## src/hdl/polyline_arc_length_resampler_top_defines.svh

```systemverilog
// ----------------------------------------------------------------------------
// Polyline resampler assertion macros
// Shared concurrent assertion forms, clocked on i_clk with reset held off.
// ----------------------------------------------------------------------------
`ifndef POLYLINE_ARC_LENGTH_RESAMPLER_TOP_DEFINES_SVH
`define POLYLINE_ARC_LENGTH_RESAMPLER_TOP_DEFINES_SVH

// A condition that holds at every clock edge out of reset.
`define PALR_ASSERT_ALWAYS(lbl, cond, msg) \
    lbl: assert property (@(posedge i_clk) disable iff (!i_rst_n) (cond)) else $error(msg);

// A consequence that holds in the same cycle as its antecedent.
`define PALR_ASSERT_SAME(lbl, ante, cons, msg) \
    lbl: assert property (@(posedge i_clk) disable iff (!i_rst_n) (ante) |-> (cons)) \
        else $error(msg);

// A consequence that holds in the cycle after its antecedent.
`define PALR_ASSERT_NEXT(lbl, ante, cons, msg) \
    lbl: assert property (@(posedge i_clk) disable iff (!i_rst_n) (ante) |=> (cons)) \
        else $error(msg);

`endif

```

## src/hdl/palr_pkg.sv

```systemverilog
// ----------------------------------------------------------------------------
// Polyline resampler package
// Constants, datapath operation codes and the command and status structures
// shared by the controller and the datapath.
// ----------------------------------------------------------------------------
`default_nettype none

package palr_pkg;

    // Design constants.
    localparam int MAX_SEGMENT_SAMPLES = 62;
    localparam int COORD_FRAC_BITS     = 16;
    localparam int SEG_CNT_W           = $clog2(MAX_SEGMENT_SAMPLES + 1);
    localparam int ITER_W              = 6;

    // Tolerances in coordinate LSBs: 1e-6 m and 1e-9 m.
    localparam longint DUP_EPS_VAL = (64'd1 << COORD_FRAC_BITS) / 64'd1000000;
    localparam longint SEG_EPS_VAL = (64'd1 << COORD_FRAC_BITS) / 64'd1000000000;
    localparam logic [32:0] DUP_EPS = 33'(DUP_EPS_VAL);
    localparam logic [48:0] SEG_EPS = 49'(SEG_EPS_VAL);

    localparam logic [47:0] MAX48          = 48'hFFFF_FFFF_FFFF;
    localparam logic [20:0] SPACING_RESET  = 21'd3277;

    // Iteration counts of the shared sequential unit, minus one.
    localparam logic [ITER_W-1:0] ROOT_STEPS_M1 = ITER_W'(32);
    localparam logic [ITER_W-1:0] DIV_STEPS_M1  = ITER_W'(32);
    localparam logic [ITER_W-1:0] SKIP_STEPS_M1 = ITER_W'(48);

    // Datapath operations.
    typedef enum logic [4:0] {
        OP_NONE,
        OP_LOAD,
        OP_FIRST,
        OP_DIFF_SEG,
        OP_DIFF_GAP,
        OP_SQA,
        OP_SQB,
        OP_SQSUM,
        OP_ROOT_STEP,
        OP_SEGCHK,
        OP_OVFCHK,
        OP_CHK,
        OP_MULLO,
        OP_MULHI,
        OP_MULSUM,
        OP_DIVINIT,
        OP_DIV_STEP,
        OP_ROUND,
        OP_EMIT,
        OP_SKIPINIT,
        OP_SKIPFIN,
        OP_SEGFIN,
        OP_OUT_HELD,
        OP_OUT_HELD_LAST,
        OP_OUT_PREV_LAST,
        OP_CLEAR
    } t_op;

    typedef struct packed {
        t_op  op;
        logic axis;    // 0 selects x, 1 selects y
    } t_cmd;

    typedef struct packed {
        logic have_prev;
        logic in_end;
        logic root_gt_eps;
        logic replace;
        logic loop_go;
        logic nsa_le;
        logic iter_done;
        logic held_valid;
        logic can_load;
    } t_stat;

endpackage

`default_nettype wire

```

## src/hdl/palr_ctrl.sv

```systemverilog
// ----------------------------------------------------------------------------
// Polyline resampler controller
// One-hot sequencer that steps the datapath through each vertex: segment
// length, sample loop, cap skip and the path end decision.
// ----------------------------------------------------------------------------
`default_nettype none

`include "polyline_arc_length_resampler_top_defines.svh"

module palr_ctrl (
    input  wire logic            i_clk,
    input  wire logic            i_rst_n,
    input  wire logic            i_in_valid,
    output logic                 o_in_stall,
    input  wire palr_pkg::t_stat i_stat,
    output palr_pkg::t_cmd       o_cmd
);

    typedef enum logic [24:0] {
        S_IDLE     = 25'b1 << 0,
        S_FIRST    = 25'b1 << 1,
        S_DIFF     = 25'b1 << 2,
        S_SQA      = 25'b1 << 3,
        S_SQB      = 25'b1 << 4,
        S_SQSUM    = 25'b1 << 5,
        S_ROOT     = 25'b1 << 6,
        S_SEGCHK   = 25'b1 << 7,
        S_OVFCHK   = 25'b1 << 8,
        S_CHK      = 25'b1 << 9,
        S_MULLO    = 25'b1 << 10,
        S_MULHI    = 25'b1 << 11,
        S_MULSUM   = 25'b1 << 12,
        S_DIVINIT  = 25'b1 << 13,
        S_DIV      = 25'b1 << 14,
        S_ROUND    = 25'b1 << 15,
        S_EMIT     = 25'b1 << 16,
        S_SKIPINIT = 25'b1 << 17,
        S_SKIP     = 25'b1 << 18,
        S_SKIPFIN  = 25'b1 << 19,
        S_SEGFIN   = 25'b1 << 20,
        S_GAPDEC   = 25'b1 << 21,
        S_OUTA     = 25'b1 << 22,
        S_OUTB     = 25'b1 << 23,
        S_CLEAR    = 25'b1 << 24
    } t_state;

    t_state r_state, n_state;
    logic   r_gap, n_gap;
    logic   r_axis, n_axis;
    logic   w_accept;

    assign o_in_stall = (r_state != S_IDLE);
    assign w_accept   = i_in_valid && (r_state == S_IDLE);

    // Next state and datapath command.
    always_comb begin
        n_state   = r_state;
        n_gap     = r_gap;
        n_axis    = r_axis;
        o_cmd.op  = palr_pkg::OP_NONE;
        o_cmd.axis = r_axis;
        unique case (r_state)
            S_IDLE: begin
                if (w_accept) begin
                    o_cmd.op = palr_pkg::OP_LOAD;
                    n_gap    = 1'b0;
                    n_state  = i_stat.have_prev ? S_DIFF : S_FIRST;
                end
            end
            S_FIRST: begin
                o_cmd.op = palr_pkg::OP_FIRST;
                if (i_stat.in_end) begin
                    n_gap   = 1'b1;
                    n_state = S_DIFF;
                end else begin
                    n_state = S_IDLE;
                end
            end
            S_DIFF: begin
                o_cmd.op = r_gap ? palr_pkg::OP_DIFF_GAP : palr_pkg::OP_DIFF_SEG;
                n_state  = S_SQA;
            end
            S_SQA: begin
                o_cmd.op = palr_pkg::OP_SQA;
                n_state  = S_SQB;
            end
            S_SQB: begin
                o_cmd.op = palr_pkg::OP_SQB;
                n_state  = S_SQSUM;
            end
            S_SQSUM: begin
                o_cmd.op = palr_pkg::OP_SQSUM;
                n_state  = S_ROOT;
            end
            S_ROOT: begin
                o_cmd.op = palr_pkg::OP_ROOT_STEP;
                if (i_stat.iter_done) begin
                    n_state = r_gap ? S_GAPDEC : S_SEGCHK;
                end
            end
            S_SEGCHK: begin
                o_cmd.op = palr_pkg::OP_SEGCHK;
                if (i_stat.root_gt_eps) begin
                    n_state = S_OVFCHK;
                end else if (i_stat.in_end) begin
                    n_gap   = 1'b1;
                    n_state = S_DIFF;
                end else begin
                    n_state = S_IDLE;
                end
            end
            S_OVFCHK: begin
                o_cmd.op = palr_pkg::OP_OVFCHK;
                n_state  = S_CHK;
            end
            S_CHK: begin
                o_cmd.op = palr_pkg::OP_CHK;
                priority if (i_stat.loop_go) begin
                    n_axis  = 1'b0;
                    n_state = S_MULLO;
                end else if (i_stat.nsa_le) begin
                    n_state = S_SKIPINIT;
                end else begin
                    n_state = S_SEGFIN;
                end
            end
            S_MULLO: begin
                o_cmd.op = palr_pkg::OP_MULLO;
                n_state  = S_MULHI;
            end
            S_MULHI: begin
                o_cmd.op = palr_pkg::OP_MULHI;
                n_state  = S_MULSUM;
            end
            S_MULSUM: begin
                o_cmd.op = palr_pkg::OP_MULSUM;
                n_state  = S_DIVINIT;
            end
            S_DIVINIT: begin
                o_cmd.op = palr_pkg::OP_DIVINIT;
                n_state  = S_DIV;
            end
            S_DIV: begin
                o_cmd.op = palr_pkg::OP_DIV_STEP;
                if (i_stat.iter_done) begin
                    n_state = S_ROUND;
                end
            end
            S_ROUND: begin
                o_cmd.op = palr_pkg::OP_ROUND;
                if (r_axis) begin
                    n_state = S_EMIT;
                end else begin
                    n_axis  = 1'b1;
                    n_state = S_MULLO;
                end
            end
            S_EMIT: begin
                o_cmd.op = palr_pkg::OP_EMIT;
                if (!i_stat.held_valid || i_stat.can_load) begin
                    n_state = S_CHK;
                end
            end
            S_SKIPINIT: begin
                o_cmd.op = palr_pkg::OP_SKIPINIT;
                n_state  = S_SKIP;
            end
            S_SKIP: begin
                o_cmd.op = palr_pkg::OP_DIV_STEP;
                if (i_stat.iter_done) begin
                    n_state = S_SKIPFIN;
                end
            end
            S_SKIPFIN: begin
                o_cmd.op = palr_pkg::OP_SKIPFIN;
                n_state  = S_SEGFIN;
            end
            S_SEGFIN: begin
                o_cmd.op = palr_pkg::OP_SEGFIN;
                if (i_stat.in_end) begin
                    n_gap   = 1'b1;
                    n_state = S_DIFF;
                end else begin
                    n_state = S_IDLE;
                end
            end
            S_GAPDEC: begin
                n_state = (i_stat.root_gt_eps && !i_stat.replace) ? S_OUTA : S_OUTB;
            end
            S_OUTA: begin
                o_cmd.op = palr_pkg::OP_OUT_HELD;
                if (i_stat.can_load) begin
                    n_state = S_OUTB;
                end
            end
            S_OUTB: begin
                o_cmd.op = i_stat.root_gt_eps ? palr_pkg::OP_OUT_PREV_LAST
                                              : palr_pkg::OP_OUT_HELD_LAST;
                if (i_stat.can_load) begin
                    n_state = S_CLEAR;
                end
            end
            S_CLEAR: begin
                o_cmd.op = palr_pkg::OP_CLEAR;
                n_gap    = 1'b0;
                n_state  = S_IDLE;
            end
            default: begin
                n_state = S_IDLE;
            end
        endcase
    end

    // State registers.
    always_ff @(posedge i_clk) begin
        if (!i_rst_n) begin
            r_state <= S_IDLE;
            r_gap   <= 1'b0;
            r_axis  <= 1'b0;
        end else begin
            r_state <= n_state;
            r_gap   <= n_gap;
            r_axis  <= n_axis;
        end
    end

    `PALR_ASSERT_SAME(a_segchk_after_root, r_state == S_SEGCHK, $past(r_state) == S_ROOT,
        "segment check not preceded by square root")
    `PALR_ASSERT_NEXT(a_accept_starts, w_accept, (r_state == S_FIRST) || (r_state == S_DIFF),
        "accepted vertex did not start processing")
    `PALR_ASSERT_NEXT(a_y_then_emit, (r_state == S_ROUND) && r_axis, r_state == S_EMIT,
        "second coordinate not followed by emission")

endmodule

`default_nettype wire

```

## config.mk

```make
export PLATFORM = sky130hd
export DESIGN_NAME = palr_ctrl
export DESIGN_NICKNAME = d
export VERILOG_FILES = /design/src/hdl/palr_pkg.sv /design/src/hdl/palr_ctrl.sv
export VERILOG_INCLUDE_DIRS = /design/src /design/src/hdl
export SDC_FILE = /design/constraint.sdc
export NUM_CORES = 1
export LEC_CHECK = 0
export BUFFER_PORTS_ARGS = -buffer_cell sky130_fd_sc_hd__clkbuf_2
export CAP_MARGIN = 20
export CORE_MARGIN = 5
export CORE_UTILIZATION = 62
export DETAILED_ROUTE_END_ITERATION = 7
export PLACE_DENSITY = 0.84
export SETUP_SLACK_MARGIN = 0.2
export SYNTH_ARGS = -nofsm -noshare
export SYNTH_HDL_FRONTEND = slang
export SYNTH_SLANG_ARGS = --single-unit
```

## constraint.sdc

```tcl
create_clock -name i_clk -period 8.3 [get_ports i_clk]
set_clock_uncertainty 0.2 [all_clocks]
set_input_delay 1.66 -clock i_clk [delete_from_list [all_inputs] [get_ports i_clk]]
set_output_delay 1.66 -clock i_clk [all_outputs]
set_load 0.02 [all_outputs]
```

==> out/results.tsv, run 1 <==
stage	metric	value	unit
drt	wl_per_cell	18.2	um
yosys	yosysWarnings	0	
layout	antenna_cells	0	
floorplan	core-area	2710	um^2
yosys	synthSimpleGateAreaFrac	0.445	
worst_hold_path	hold_class	reg2reg	
floorplan	boundaryPins	19	
drt	vias	1798	
floorplan	die_w	62.7	um
timing	rsz0062_at_grt	no	
layout	drive_gt1_frac	0.142	
drt	drt-vias-per-instance	6.81	
yosys	synth-seq-cells	27	
yosys	synth_edf_count	0	
pwr	peakVddDrop	0.000158	V
yosys	synth_top_family_by_area	simple AND/OR/NAND/NOR gates	
yosys	syn-cell-area	1720	um^2
timing	period_minus_slack	5.36	ns
outcome	status	complete, no violations	
yosys	synthTopCellsByCount	27 x dfxtp_1, 26 x nor2_1, 16 x nor3_1, 14 x nand2_1, 13 x nor4_1	
yosys	netlist.area_leader.share	0.314	
yosys	synthMuxAreaShare	0	
yosys	synth_xor_area_frac	0.0356	
clock_tree	cts_tree	done	
yosys	yosys-top-cells-area	dfxtp_1 31%, nor2_1 5.7%, nor4_1 4.7%	
global_routing	grt_max_degree	16	
worst_setup_path	end_kind	output pin	
global_routing	grt_overflow	0	
worst_setup_path	critical_path_class	reg2out	
pwr	p_total	0.333	mW
timing	setup_tns	0	ns
global_routing	met3_usage	0.0396	
yosys	synth_compound_area_frac	0.150	
timing	finalCritPeriodShare	0.646	
drt	drc	0	
clock_tree	clkTransAtPathRegs	0.15	ns
global_routing	grt_util_all_layers	0.244	
floorplan	die_h	62.7	um
layout	area_growth	5.89	%
place	dp_hpwl	3.74	mm
clock_tree	worstSkewPairLatency	0.32	ns
worst_setup_path	worstSetupStartpointType	flip-flop	
clock_tree	cts.sinks	27	
yosys	synth_flop_cell	dfxtp_1	
global_routing	grt-busiest-layer	met2	
worst_setup_path	critical_path_arrival	3.50	ns
global_routing	grt_pass1_wl	7.84	mm
drt	routed_wirelength	4.81	mm
drt	firstDrtPassIters	4	
yosys	synth_cells	221	
clock_tree	clockBufferDepth	2	
timing	finalHoldViolations	0	
drt	ant_nets	0	
global_routing	use_met2	0.395	
place	port_buffers	18	
place	post-place-ws	3.37	ns
timing	worst_pin_slew	0.929	ns
yosys	syn-mean-instance-area	7.79	um^2
layout	fin_nets	246	
worst_setup_path	crit_fanout	7	
floorplan	initial_core_util	0.635	
clock_tree	hold_buffers	0	
yosys	ys_async_sr_fraction	0	
pwr	p_leak	0.766	nW
yosys	synth.most_common_cell	dfxtp_1	
floorplan	rows	19	
pwr	p_per_area	183	nW/um^2
clock_tree	cts_resized	0	
clock_tree	numCtsBuffers	3	
floorplan	dieArea	3930	um^2
timing	fin_ws	2.94	ns
global_routing	grtUsageMet1	0.332	
run	maxCapViolations	0	
timing	setup_viol	0	
worst_setup_path	worst_ep_required_time	6.44	ns
yosys	synth-seq-area-share	0.314	
global_routing	grt_pass1_vias	1604	
drt	first_iter_violations	162	
timing	timing.fmax	187	MHz
timing	slew_headroom	0.376	
clock_tree	cts_root_buf	clkbuf_4	
clock_tree	h-tree-depth	1	
yosys	netlist-cell-type-count	46	
yosys	yosys.area_share.adder	0	
global_routing	antenna_found_initial	0	
clock_tree	cts_setup_buffers	0	
place	place_congestion	1.01	
timing	final_max_slew_viol_count	0	
yosys	syn-num-nets	233	
yosys	synth.largest_area_cell	dfxtp_1	
[metal layers]
layer,up-vias,part of all wire
met5,-,0
met3,6,0.090
met2,104,0.47
met4,0,0.0071
met1,819,0.44
li1,869,-
[metrics by stage]
step                      area, um^2   util  hold WS [ns]  cells
after global placement          1800  0.663         0.286    260
final                           1820  0.673         0.325    264
after floorplan                 1720      -         0.217    221
after global routing            1820  0.673         0.336    264
after CTS                       1820  0.673         0.305    264
after detailed placement        1800  0.663         0.283    260
[worst paths after layout]
check,slack [ns],to,depth (start not counted),startpoint
min reg2reg,0.32,r_state[7],1,r_gap
min,0.32,r_state[7],1,r_gap
max reg2reg,4.74,r_state[23],7,r_state[12]
max,2.94,o_cmd[1],8,r_state[16]
[placed cells by master, fill, tap and decap left out, drive strengths merged, types with 4 or more instances in the layout]
| cell type | netlist | final |
|---|---|---|
| a21oi | 9 | 9 |
| clkbuf | 6 | 21 |
| dfxtp | 27 | 27 |
| inv | 9 | 9 |
| nand2 | 14 | 14 |
| nand2b | 4 | 4 |
| nand3 | 11 | 11 |
| nand4 | 9 | 9 |
| nand4b | 5 | 5 |
| nor2 | 26 | 26 |
| nor3 | 16 | 16 |
| nor4 | 14 | 14 |
| nor4b | 6 | 6 |
| o21ai | 9 | 9 |
| or3 | 6 | 6 |
| or4 | 10 | 10 |
| or4b | 4 | 4 |
| xor2 | 6 | 6 |
[cell type report]
cell class	count	area [um^2]
sequential	27	541
fill	238	887
timing repair buffer	19	97.6
inverter	9	33.8
clock buffer	3	22.5
multi-input combinational	174	1080
clock inverter	1	5.00
tap	31	38.8
[worst max-delay path, stage by stage (launching register included)]
cell      delay [ns]
dfxtp_1         0.39
or4_1           0.68
or3_1           0.51
or4_4           0.48
or4b_1          0.53
o311ai_0        0.14
nor3_1          0.13
nand3_1         0.15
clkbuf_2        0.18
[cells by family after synthesis]
group | count (synthesis)
AO/OA/AOI/OAI | 35
XOR/XNOR | 7
buffers and inverters | 20
AND/OR/NAND/NOR | 132
flip-flops | 27
[flip-flops by register name, indices dropped and copies added (netlist names)]
name,count
r_axis,1
r_gap,1
r_state,25
[where the power goes]
group | internal, mW | switching (mW)
sequential | 0.136 | 0.00788
combinational | 0.0420 | 0.0905
clock | 0.0180 | 0.0389
total | 0.196 | 0.137
Note: power is estimated with default switching activity, not from simulation.
==> run 2, diff against run 1 <==
ABC_AREA = 1   (was default)
CORE_UTILIZATION = 53   (was 62)
PLACE_DENSITY = 0.75   (was 0.84)
clock period = 4.8 ns   (was 8.3 ns; I/O delays follow)
==> run 2 against run 1 <==
  * Setup slack worse by 1.5 ns
  * Register-to-register slack worse by 2.2 ns
  * Sequential cell count stayed put
  * Sequential power is 68% higher
  * Count of clock-buffer cells in the layout stayed put
  * Final area is 19% higher
  * Critical endpoint is now o_cmd[5]
  * Largest cell class unchanged
==> out/results.tsv, run 2 <==
stage	metric	value	unit	change
pwr	clockPowerShare	0.206		was 0.171
worst_setup_path	critical_path_arrival	2.21	ns	was 3.50 ns
layout	fin_cells	390		was 264
pwr	p_per_area	299	nW/um^2	was 183 nW/um^2
timing	final_max_slew_viol_count	0		unchanged
layout	fin_nets	355		was 246
timing	setup_tns	0	ns	unchanged
clock_tree	numCtsBuffers	3		unchanged
worst_setup_path	critical_path_class	reg2out		unchanged
timing	whs	0.290	ns	was 0.325 ns
layout	layout_commonest_cell	nand2_1		was dfxtp_1
floorplan	die_w	71.5	um	was 62.7 um
drt	drc	0		unchanged
floorplan	initial_core_util	0.547		was 0.635
yosys	yosys-top-cells-area	dfxtp_1 27%, nand2_1 14%, nor2_1 12%		was dfxtp_1 31%, nor2_1 5.7%, nor4_1 4.7%
pwr	swShare	0.424		was 0.412
clock_tree	hold_buffers	0		unchanged
drt	routed_wirelength	4.75	mm	was 4.81 mm
drt	drt-vias-per-instance	5.08		was 6.81
place	place_inst	386		was 260
drt	first_iter_violations	90		was 162
drt	firstDrtPassIters	4		unchanged
layout	largest_register_ffs	25		unchanged
yosys	netlist.area_leader.share	0.270		was 0.314
timing	worst_pin_slew	0.905	ns	was 0.929 ns
floorplan	die_h	71.5	um	was 62.7 um
drt	wl_per_cell	12.2	um	was 18.2 um
timing	slew_headroom	0.396		was 0.376
yosys	ys_async_sr_fraction	0		unchanged
yosys	synth_cells	324		was 221
layout	design_area	2170	um^2	was 1820 um^2
yosys	yosysWarnings	0		unchanged
run	maxCapViolations	0		unchanged
yosys	synth-seq-cells	27		unchanged
yosys	synth_edf_count	0		unchanged
global_routing	grt_pass1_wl	8.27	mm	was 7.84 mm
floorplan	dieArea	5110	um^2	was 3930 um^2
clock_tree	worstSkewPairLatency	0.28	ns	was 0.32 ns
clock_tree	clockBufferDepth	2		unchanged
timing	rsz0062_at_grt	no		unchanged
timing	finalHoldViolations	0		unchanged
yosys	syn-mean-instance-area	6.18	um^2	was 7.79 um^2
yosys	syn-cell-area	2000	um^2	was 1720 um^2
clock_tree	cts_setup_buffers	0		unchanged
clock_tree	cts_tree	done		unchanged
clock_tree	cts.sinks	27		unchanged
yosys	synthTopCellsByCount	73 x nand2_1, 63 x nor2_1, 45 x inv_1, 27 x dfxtp_1, 26 x nand3_1		was 27 x dfxtp_1, 26 x nor2_1, 16 x nor3_1, 14 x nand2_1, 13 x nor4_1
clock_tree	clkTransAtPathRegs	0.09	ns	was 0.15 ns
place	place_congestion	1.01		about the same
worst_hold_path	hold_class	reg2reg		unchanged
yosys	synth_flop_cell	dfxtp_1		unchanged
layout	reg_top3	r_state: 25 flops, r_axis: 1 flops, r_gap: 1 flops		unchanged
timing	period_minus_slack	3.37	ns	
layout	antenna_cells	0		unchanged
yosys	synth-seq-area-share	0.270		was 0.314
clock_tree	cts_resized	0		unchanged
worst_setup_path	crit_family	simple AND/OR/NAND/NOR gates		unchanged
worst_setup_path	crit_fanout	12		was 7
layout	top_register	r_state		unchanged
clock_tree	cts_root_buf	clkbuf_8		was clkbuf_4
layout	drive_gt1_frac	0.205		was 0.142
global_routing	grt_pass1_vias	1848		was 1,604
pwr	p_leak	1.01	nW	was 0.766 nW
global_routing	grt_max_degree	25		was 16
yosys	synth.most_common_cell	nand2_1		was dfxtp_1
layout	final_cell_mix	73 x nand2_1, 63 x nor2_1, 45 x inv_1		was 27 x dfxtp_1, 26 x nor2_1, 18 x clkbuf_2
clock_tree	h-tree-depth	1		unchanged
timing	setup_viol	0		unchanged
pwr	peakVddDrop	0.000239	V	was 0.000158 V
worst_setup_path	crit_chain	inv_2 -> nand2_2 -> nor2_4 -> nor2_1 -> nand3_1 -> or3b_2 -> clkbuf_2		was or4_1 -> or3_1 -> or4_4 -> or4b_1 -> o311ai_0 -> nor3_1 -> nand3_1 -> clkbuf_2
timing	finalCritPeriodShare	0.703		
pwr	seqPwrFrac	0.373		was 0.432
worst_setup_path	worstSetupStartpointType	flip-flop		unchanged
place	post_dp_cell_area	2130	um^2	was 1800 um^2
pwr	combPwrFrac	0.421		was 0.397
timing	timing.fmax	296	MHz	
worst_setup_path	worst_ep_required_time	3.64	ns	was 6.44 ns
drt	vias	1982		was 1,798
worst_setup_path	end_kind	output pin		unchanged
yosys	synth.largest_area_cell	dfxtp_1		unchanged
pwr	p_switching	0.275	mW	was 0.137 mW
layout	nFillCells	388		was 238
yosys	syn-num-nets	336		was 233
worst_setup_path	critical-path-slowest-cell	dfxtp_1		was or4_1
global_routing	grt_util_all_layers	0.200		was 0.244
place	port_buffers	18		unchanged
worst_setup_path	slowest_delay	0.51	ns	was 0.68 ns
global_routing	grt_overflow	0		unchanged
outcome	status	complete, no violations		unchanged
floorplan	core-area	3660	um^2	was 2710 um^2
drt	ant_nets	0		unchanged
pwr	p_int	0.374	mW	was 0.196 mW
global_routing	antenna_found_initial	0		unchanged
worst_setup_path	critical_path_buf_inv_count	2		was 1
yosys	netlist-cell-type-count	35		was 46
floorplan	rows	22		was 19
place	dp_hpwl	3.85	mm	was 3.74 mm
layout	area_growth	8.50	%	was 5.89%
floorplan	boundaryPins	19		unchanged
==> run 2: cell types whose count changed in the layout (fill, tap and decap cells not counted), sizes merged, moves of 3 or more <==
cell | previous run | this run
nand4b | 5 | 0
nand2 | 14 | 85
inv | 9 | 47
nor3 | 16 | 13
or3 | 6 | 0
or4 | 10 | 0
nand3 | 11 | 27
nor2 | 26 | 82
nor4b | 6 | 0
xor2 | 6 | 0
nor4 | 14 | 2
nand2b | 4 | 0
o21ai | 9 | 6
or4b | 4 | 0
==> run 2: final cells by class <==
type                    instances  area [um^2]  share of cell area
multi-input cells             245         1250               0.577
flip-flops and latches         27          541               0.249
inverters                      48          181              0.0835
repair buffers                 18         90.1              0.0415
well taps                      48         60.1              0.0276
clock buffers                   3         41.3              0.0190
clock inverters                 1         5.00             0.00230
==> run 2: worst min-delay path, cell delays in order, from the launching register on <==
cell and delay, ns:
dfxtp_1 0.34, nand2_1 0.07, a21oi_1 0.05
==> run 2: through the flow <==
step / power, mW / utilization / setup slack (ns)
6_report: 0.649 / 0.593 / 1.43
2_1_floorplan: 0.453 / - / 2.08
4_1_cts: 0.651 / 0.593 / 1.46
3_3_place_gp: 0.518 / 0.581 / 1.78
5_1_grt: 0.693 / 0.593 / 1.27
3_5_place_dp: 0.520 / 0.581 / 1.79
==> run 2: power by group through the flow <==
stage / clock network (mW) / logic (mW) / registers [mW]
final: 0.134 / 0.273 / 0.242
after floorplan: 0 / 0.208 / 0.245
after CTS: 0.135 / 0.274 / 0.242
after detailed placement: 0 / 0.273 / 0.247
after global routing: 0.148 / 0.302 / 0.243
after global placement: 0 / 0.271 / 0.247
==> run 2: path summary, 6_finish.rpt <==
path                     from    endpoint  slack [ns]  cells after the start
setup / recovery  r_state[24]    o_cmd[5]        1.43                      7
hold / removal         r_axis      r_axis        0.29                      2
setup reg to reg  r_state[16]  r_state[2]        2.55                     11
hold reg to reg        r_axis      r_axis        0.29                      2
==> run 2: logic make-up (layout without fill, tap and decap cells) <==
family | Yosys count | count (layout) | share of synthesized area
simple gates | 223 | 223 | 0.560
flops | 27 | 27 | 0.270
buf+inv | 52 | 70 | 0.104
compound gates | 22 | 22 | 0.0663
==> run 2: routing by layer <==
layer | track usage | up-vias | part of all wire
met5 | 0 | - | 0
met4 | 0.0626 | 0 | 0.017
met3 | 0.0281 | 8 | 0.044
met2 | 0.317 | 37 | 0.46
met1 | 0.280 | 881 | 0.48
li1 | - | 1056 | -
==> run 3, diff against run 2 <==
clock period = 2.9 ns   (was 4.8 ns; I/O delays follow)
==> run 3 against run 2 <==
  * Combinational power grew 100%
  * Cell count grew 7.9%
  * Setup slack lost 1.2 ns
  * Non-clock buffer count grew 31
  * Hold slack lost 0.0072 ns
  * Wire length grew 21%
  * Sequential share of layout area shrank 2.9 points
  * First-iteration DRC count grew 98%
==> out/results.tsv, run 3 (synthesized netlist as in run 2, its figures left out) <==
stage	metric	value	unit	change
timing	setup_tns	0	ns	unchanged
worst_setup_path	critical_path_arrival	1.94	ns	was 2.21 ns
pwr	peakVddDrop	0.000333	V	was 0.000239 V
global_routing	grt_overflow	0		unchanged
worst_hold_path	hold_class	in2reg		was reg2reg
floorplan	rows	22		unchanged
worst_setup_path	critical_path_class	reg2out		unchanged
worst_hold_path	hold_path_startpoint	i_stat[4]		was r_axis
worst_setup_path	slowest_delay	0.40	ns	was 0.51 ns
clock_tree	clkTransAtPathRegs	0.09	ns	about the same
worst_setup_path	reg2reg_setup_slack	0.67	ns	was 2.55 ns
layout	top_register	r_state		unchanged
timing	finalHoldViolations	0		unchanged
timing	setup_viol	0		unchanged
worst_setup_path	critical_path_buf_inv_count	3		was 2
floorplan	initial_core_util	0.547		unchanged
clock_tree	cts.sinks	27		unchanged
timing	slew_headroom	0.607		was 0.396
floorplan	die_h	71.5	um	unchanged
worst_hold_path	hold_depth	2		unchanged
run	maxCapViolations	0		unchanged
layout	fin_nets	386		was 355
worst_setup_path	worstReg2RegEnd	r_state[23]		was r_state[2]
worst_setup_path	critical-path-slowest-cell	or3b_4		was dfxtp_1
floorplan	dieArea	5110	um^2	unchanged
timing	rsz0062_at_grt	yes		was no
clock_tree	h-tree-depth	1		unchanged
clock_tree	cts_tree	done		unchanged
clock_tree	clockBufferDepth	2		unchanged
global_routing	grt_pass1_wl	8.91	mm	was 8.27 mm
layout	antenna_cells	0		unchanged
drt	firstDrtPassIters	4		unchanged
worst_setup_path	worst_ep_required_time	2.12	ns	was 3.64 ns
place	port_buffers	18		unchanged
global_routing	antenna_found_initial	0		unchanged
layout	final_cell_mix	65 x nand2_1, 52 x nor2_1, 44 x inv_1		was 73 x nand2_1, 63 x nor2_1, 45 x inv_1
timing	worst_pin_slew	0.589	ns	was 0.905 ns
place	dp_hpwl	3.95	mm	was 3.85 mm
drt	drc	0		unchanged
worst_setup_path	end_kind	output pin		unchanged
drt	first_iter_violations	178		was 90
layout	reg_top3	r_state: 25 flops, r_axis: 1 flops, r_gap: 1 flops		unchanged
layout	drive_gt1_frac	0.405		was 0.205
timing	timing.fmax	367	MHz	
floorplan	boundaryPins	19		unchanged
floorplan	die_w	71.5	um	unchanged
layout	layout_commonest_cell	nand2_1		unchanged
global_routing	grt_util_all_layers	0.215		was 0.200
place	post_dp_cell_area	2140	um^2	was 2130 um^2
place	place_congestion	1.02		was 1.01
layout	nFillCells	277		was 388
layout	design_area	2680	um^2	was 2170 um^2
outcome	status	complete, no violations		unchanged
worst_setup_path	rr_startpoint	r_state[17]		was r_state[16]
timing	final_max_slew_viol_count	0		unchanged
drt	drt-vias-per-instance	5.23		was 5.08
worst_hold_path	min_to	r_state[17]		was r_axis
floorplan	core-area	3660	um^2	unchanged
clock_tree	hold_buffers	0		unchanged
clock_tree	worstSkewPairLatency	0.27	ns	was 0.28 ns
worst_setup_path	crit_chain	nor2_1 -> nand2_2 -> nor2_4 -> buf_12 -> nand2_4 -> clkinv_4 -> o21ai_1 -> nand3_1 -> or3b_4 -> buf_4		was inv_2 -> nand2_2 -> nor2_4 -> nor2_1 -> nand3_1 -> or3b_2 -> clkbuf_2
pwr	p_per_area	436	nW/um^2	was 299 nW/um^2
pwr	p_leak	1.24	nW	was 1.01 nW
worst_setup_path	worstSetupStartpointType	flip-flop		unchanged
global_routing	grt_pass1_vias	2004		was 1,848
worst_setup_path	reg2regPathDepth	13		was 11
drt	ant_nets	0		unchanged
worst_setup_path	crit_family	simple AND/OR/NAND/NOR gates		unchanged
drt	wl_per_cell	13.6	um	was 12.2 um
global_routing	grt_max_degree	18		was 25
layout	largest_register_ffs	25		unchanged
worst_setup_path	crit_fanout	7		was 12
timing	finalCritPeriodShare	0.939		
clock_tree	numCtsBuffers	3		unchanged
timing	period_minus_slack	2.72	ns	
clock_tree	cts_root_buf	clkbuf_8		unchanged
drt	routed_wirelength	5.72	mm	was 4.75 mm
drt	vias	2200		was 1,982
layout	area_growth	34.1	%	was 8.50%
-- run 3: changes by cell type in the layout (fill, tap and decap cells not counted), sizes merged --
| cell | delta |
|---|---|
| clkinv | -1 |
| buf | +35 |
| clkbuf | -3 |
-- run 3: worst reg2reg max path: stages (launching register included) --
cell and delay, ns:
dfxtp_4 0.37, nor2_4 0.16, nand2_4 0.10, nor2_4 0.17
nand2_4 0.14, buf_8 0.18, nor2_4 0.14, buf_4 0.13
nand2_1 0.08, nand4_2 0.12, inv_2 0.05, nand2_4 0.11
nand2_1 0.09, a21oi_2 0.13
-- run 3: what timing repair did --
| action | in CTS | in global routing |
|---|---|---|
| hold endpoints to repair | 0 | 0 |
| resized for setup | 45 | 52 |
| setup endpoints to repair | 6 | 5 |
| pin swaps | 7 | 18 |
| buffers inserted | 9 | 20 |
-- run 3: per-stage QoR --
step           hold slack, ns  std cells  setup slack, ns  utilization  total power [mW]
2_1_floorplan           0.237        324            0.562            -             0.750
6_report                0.283        421            0.177        0.733              1.17
4_1_cts                 0.279        401            0.202        0.649              1.12
5_1_grt                 0.277        421            0.100        0.733              1.24
3_5_place_dp            0.284        388            0.352        0.585             0.861
3_3_place_gp            0.269        388            0.358        0.585             0.854
-- run 3: cell type report --
cell class / instances / area (um^2) / area share
multi-input combinational: 245 / 1430 / 0.534
sequential: 27 / 591 / 0.220
timing repair buffer: 49 / 369 / 0.138
inverter: 48 / 185 / 0.0690
tap: 48 / 60.1 / 0.0224
clock buffer: 4 / 45.0 / 0.0168
-- run 3: layer usage --
layer / up-vias / GRT usage / share of wire / routed length [um]
met5: - / 0 / 0 / 0
li1: 1125 / - / - / -
met1: 984 / 0.280 / 0.43 / 2450
met3: 17 / 0.0337 / 0.054 / 308
met4: 0 / 0.0585 / 0.024 / 138
met2: 74 / 0.367 / 0.49 / 2830
-- run 3: worst max path at each step --
stage / slack (ns) / start / to / cells past startpoint
finish: 0.18 / r_state[8] / o_cmd[5] / 10
global placement: 0.36 / r_state[12] / o_cmd[2] / 10
global route: 0.10 / r_state[12] / o_cmd[5] / 10
CTS: 0.20 / r_state[21] / o_cmd[4] / 8
floorplan: 0.56 / r_state[23] / o_cmd[5] / 9
detailed placement: 0.35 / r_state[11] / o_cmd[2] / 10
-- run 3: power by group --
part           switching, mW  leakage [nW]  internal, mW
sequential            0.0208         0.232         0.383
combinational          0.351         0.984         0.198
clock                  0.119        0.0228        0.0986
